[config.mk]
export PLATFORM = sky130hd
export DESIGN_NAME = wfn_out_buf
export DESIGN_NICKNAME = d
export VERILOG_FILES = /design/src/hw/rtl/wfn_pkg.sv /design/src/hw/rtl/wfn_out_buf.sv
export SDC_FILE = /design/constraint.sdc
export NUM_CORES = 1
export LEC_CHECK = 0
export BUFFER_PORTS_ARGS = -buffer_cell sky130_fd_sc_hd__buf_2
export CAP_MARGIN = 20
export CORE_MARGIN = 2
export CORE_UTILIZATION = 24
export DETAILED_ROUTE_END_ITERATION = 8
export PLACE_DENSITY = 0.51
export SLEW_MARGIN = 20
export SYNTH_ARGS = -nofsm -noshare
export SYNTH_HDL_FRONTEND = slang
export SYNTH_SLANG_ARGS = --single-unit
[constraint.sdc]
create_clock -name clk -period 3.6 [get_ports clk]
set_clock_uncertainty 0.15 [all_clocks]
set_input_delay 0.18 -clock clk [delete_from_list [all_inputs] [get_ports clk]]
set_output_delay 0.18 -clock clk [all_outputs]
set_load 0.02 [all_outputs]
[src/hw/rtl/wfn_pkg.sv]
`timescale 1ns / 1ps
`default_nettype none
// ----------------------------------------------------------------------------
// wfn_pkg
// Shared constants, types and helpers for the sliding-window first-negative
// search.
// ----------------------------------------------------------------------------
package wfn_pkg;

  // Window limits and field widths
  localparam int MAX_WINDOW = 256;
  localparam int PTR_W      = $clog2(MAX_WINDOW);
  localparam int CNT_W      = $clog2(MAX_WINDOW + 1);
  localparam int CFG_W      = 9;
  localparam int DATA_W     = 32;
  localparam int POS_W      = 16;
  localparam int ENTRY_W    = DATA_W + POS_W;

  localparam logic [CFG_W-1:0] WINDOW_RESET = CFG_W'(3);

  // One queued negative sample with its stream position
  typedef struct packed {
    logic [DATA_W-1:0] value;
    logic [POS_W-1:0]  pos;
  } entry_t;

  // One result item
  typedef struct packed {
    logic signed [DATA_W-1:0] first_negative;
    logic                     found;
  } result_t;

  // Ring pointer advance
  function automatic logic [PTR_W-1:0] ring_next(input logic [PTR_W-1:0] p);
    logic [PTR_W-1:0] r;
    if (p == PTR_W'(MAX_WINDOW - 1)) begin
      r = '0;
    end else begin
      r = p + PTR_W'(1);
    end
    return r;
  endfunction

  // Window size as used: zero acts as one, oversize acts as the maximum
  function automatic logic [CNT_W-1:0] clamp_window(input logic [CFG_W-1:0] ws);
    logic [CNT_W-1:0] k;
    if (ws == '0) begin
      k = CNT_W'(1);
    end else if (32'(ws) > MAX_WINDOW) begin
      k = CNT_W'(MAX_WINDOW);
    end else begin
      k = CNT_W'(ws);
    end
    return k;
  endfunction

endpackage
`default_nettype wire

[src/hw/rtl/wfn_out_buf.sv]
`timescale 1ns / 1ps
`default_nettype none
// ----------------------------------------------------------------------------
// wfn_out_buf
// Two-entry result buffer. The upstream side stalls only when both entries
// hold results, so an item is taken while a result waits downstream.
// ----------------------------------------------------------------------------
module wfn_out_buf (
  input  wire logic             clk,
  input  wire logic             rst,
  input  wire logic             push,
  input  wire wfn_pkg::result_t push_data,
  output logic                  full,
  output logic                  out_valid,
  input  wire logic             out_stall,
  output wfn_pkg::result_t      out_data
);

  logic [1:0]       fill;
  logic             pop;
  wfn_pkg::result_t e0, e1;

  assign pop       = out_valid && !out_stall;
  assign out_valid = (fill != 2'd0);
  assign full      = (fill == 2'd2);
  assign out_data  = e0;

  // Occupancy
  always_ff @(posedge clk) begin
    if (rst) begin
      fill <= 2'd0;
    end else begin
      fill <= fill + 2'(push) - 2'(pop);
    end
  end

  // Entry data
  always_ff @(posedge clk) begin
    if (push && pop) begin
      if (fill == 2'd1) begin
        e0 <= push_data;
      end else begin
        e0 <= e1;
        e1 <= push_data;
      end
    end else if (push) begin
      if (fill == 2'd0) begin
        e0 <= push_data;
      end else begin
        e1 <= push_data;
      end
    end else if (pop) begin
      e0 <= e1;
    end
  end

endmodule
`default_nettype wire

==> results.md <==
- R2R depth: 4
- Clock Sink Count: 68
- RSZ-0062 raised after global routing: false
- Hold Crit Depth: 3
- Worst skew pair latency: 0.33 ns
- Area of the multi-input gates: 494 µm²
- DRC errors left: 0
- # diodes: 0
- Layout Utilization: 35.1%
- Initial antenna violation count: 0
- Top-area cell type share of the netlist area: 78.0%
- Fillers: 971
- Register area: 2020 µm²
- Worst hold path class: input port to flip-flop
- Synth Flop Type: edfxtp_1
- Gpl congestion: 0.650
- Peak VDD IR: 0.379 mV
- Die height: 107 µm
- Synth area leader: edfxtp_1
- Commonest cells post-synth: edfxtp_1 (66), mux2_2 (31), a21oi_1 (3), buf_6 (3), nor2_1 (3)
- Crit path time final: 1.79 ns
- Status: finished clean
- Total Neg Setup Slack: 0 ns
- Fin crit share: 49.7%
- Synth top area cells: edfxtp_1 (78%), mux2_2 (14%), dfxtp_1 (1.6%)
- Post-Syn Instances: 121
- Synthesized cell area: 2540 µm²
- Port bufs: 71
- Row count: 37
- CP Max Fanout: 33
- Root buf cell: clkbuf_8
- Post-CTS Resized: 0
- Synthesized flop and latch total: 68
- CTS max path bufs: 2
- CORE AREA: 10300 µm²
- Top achievable clock speed: 0.558 GHz
- Pleak: 1.37 nW
- Required @ worst endpoint: 3.54 ns
- Area Growth Syn to Fin: 42.5%
- Syn nets: 160
- Slew headroom: 35.5%
- Worst-margin pin slew: 0.966 ns
- Die X: 107 µm
- Most common cell in the netlist: edfxtp_1
- CTS H-Tree Depth: 3
- Power per cell area: 687 nW/µm²
- Fin. Hold Viols: 0
- Vias in the first global route: 1461
- Post-route antenna net violation count: 0
- Nets: 275
- Seq/Total Area, Yosys: 79.5%
- Drt initial violations: 40
- Clk pin slew, worst setup/hold paths: 0.07 ns
- Startpoint types: flip-flop
- Max-capacitance violation count: 0
- Critical path arrival: 1.73 ns
- Crit-path cells: inv_2, o21ai_4, buf_4, mux2_2
- DP HPWL: 2890 µm
- TritonRoute pass-1 iters: 4
- Total Wirelength: 4750 µm
- Total CTS buffers: 9
- # setup viols final: 0
- Final Max Slew Viols: 0
- Yosys cell types: 14
- Wire length of the first global-routing pass: 7310 µm
- CP Class: flip-flop to flip-flop
- Die area: 11400 µm²
- Largest net degree at the start of global routing: 34
- Post-DR vias/cell: 3.90
- All-layer global routing usage: 8.54%
- Global route total overflow: 0
- Initial core utilization: 24.6%
- EDFF count, synth: 66
- Vias: 1470
- Ys async rst share: 0%
- Critical Path Max Stage Delay: 0.42 ns
- CP max-delay cell: buf_4
- Avg Cell Area, Syn: 21.0 µm²
- CTS tree: built
- Pwr Total: 2.49 mW
- Share of post-route cells with drive strength above 1: 51.0%
- Yosys Warn Count: 0
- Mean routed wirelength per cell: 12.6 µm
- I/O pin count: 72
- Setup crit end kind: flip-flop
==> registers in the layout, indices dropped and copies added, names as in the netlist <==
name / flops
fill: 2
out_data: 33
e1: 33
==> critical path: cells and delay by family, from the launching register on <==
family,cells,cell delay (ns)
buffers and inverters,2,0.50
multiplexers,1,0.39
flip-flops,1,0.36
AO/OA/AOI/OAI,1,0.13
==> final cells by class <==
type | instances | share of cell area [%]
sequential | 68 | 55.8
multi-input combinational | 47 | 13.6
tap | 136 | 4.70
inverter | 3 | 0.311
clock buffer | 9 | 3.42
clock inverter | 7 | 2.52
timing repair buffer | 107 | 19.6
==> worst paths after layout <==
| path | start | endpoint | slack (ns) |
|---|---|---|---|
| min | push | fill[0]$_SDFF_PP0_ | 0.12 |
| max reg2reg | fill[1]$_SDFF_PP0_ | out_data[12]$_DFFE_PP_ | 1.81 |
| min reg2reg | e1[7]$_DFFE_PP_ | out_data[7]$_DFFE_PP_ | 0.39 |
| max | fill[1]$_SDFF_PP0_ | out_data[12]$_DFFE_PP_ | 1.81 |
==> power breakdown <==
group,switching [mW],internal [mW]
Combinational,0.412,0.229
Sequential,0.0472,1.13
Clock,0.288,0.386
==> layout by cell type (no fill, tap or decap), types with 2 or more instances in the layout <==
cell type	n
buf_4	2
clkinv_1	2
mux2_1	2
dfxtp_1	2
ha_1	2
nor2_1	3
edfxtp_1	66
dlygate4sd3_1	34
inv_1	2
clkinvlp_4	2
clkbuf_8	9
bufinv_16	2
xnor2_1	2
a21oi_1	2
mux2_2	31
buf_2	71
==> through the flow <==
stage	hold slack [ns]	instances	instance area, µm²	setup WS [ns]
detailed placement	0.206	327	3070	1.73
floorplan	0.102	121	2540	0.653
CTS	0.102	377	3620	1.72
global route	0.128	377	3620	1.64
finish	0.125	377	3620	1.81
global placement	0.204	327	3070	1.76
==> cells by family (layout without fill, tap and decap cells) <==
kind of cell,Yosys count,count (layout),synth area share [%]
DFF,68,68,79.5
muxes,33,33,14.6
and+or+nand+nor,6,6,1.18
buffers and inverters,6,126,1.77
AOI/OAI and AO/OA,4,4,1.23
adders and majority gates,2,2,0.984
xor gates and xnor gates,2,2,0.689
==> what timing repair did <==
| action | 4_1_cts | 5_1_grt |
|---|---|---|
| buffers inserted | 0 | 0 |
| endpoints found under the setup margin | 0 | 0 |
| hold endpoints to repair | 45 | 0 |
| hold buffers | 34 | 0 |
==> metal layers <==
metal / share of wire [%] / track usage [%] / up-vias
li1: - / - / 704
met3: 5.3 / 3.04 / 9
met4: 1.7 / 4.17 / 0
met2: 43 / 12.9 / 47
met1: 49 / 10.9 / 710
met5: 0 / 0 / -
Power figures use the tool's default switching activity.
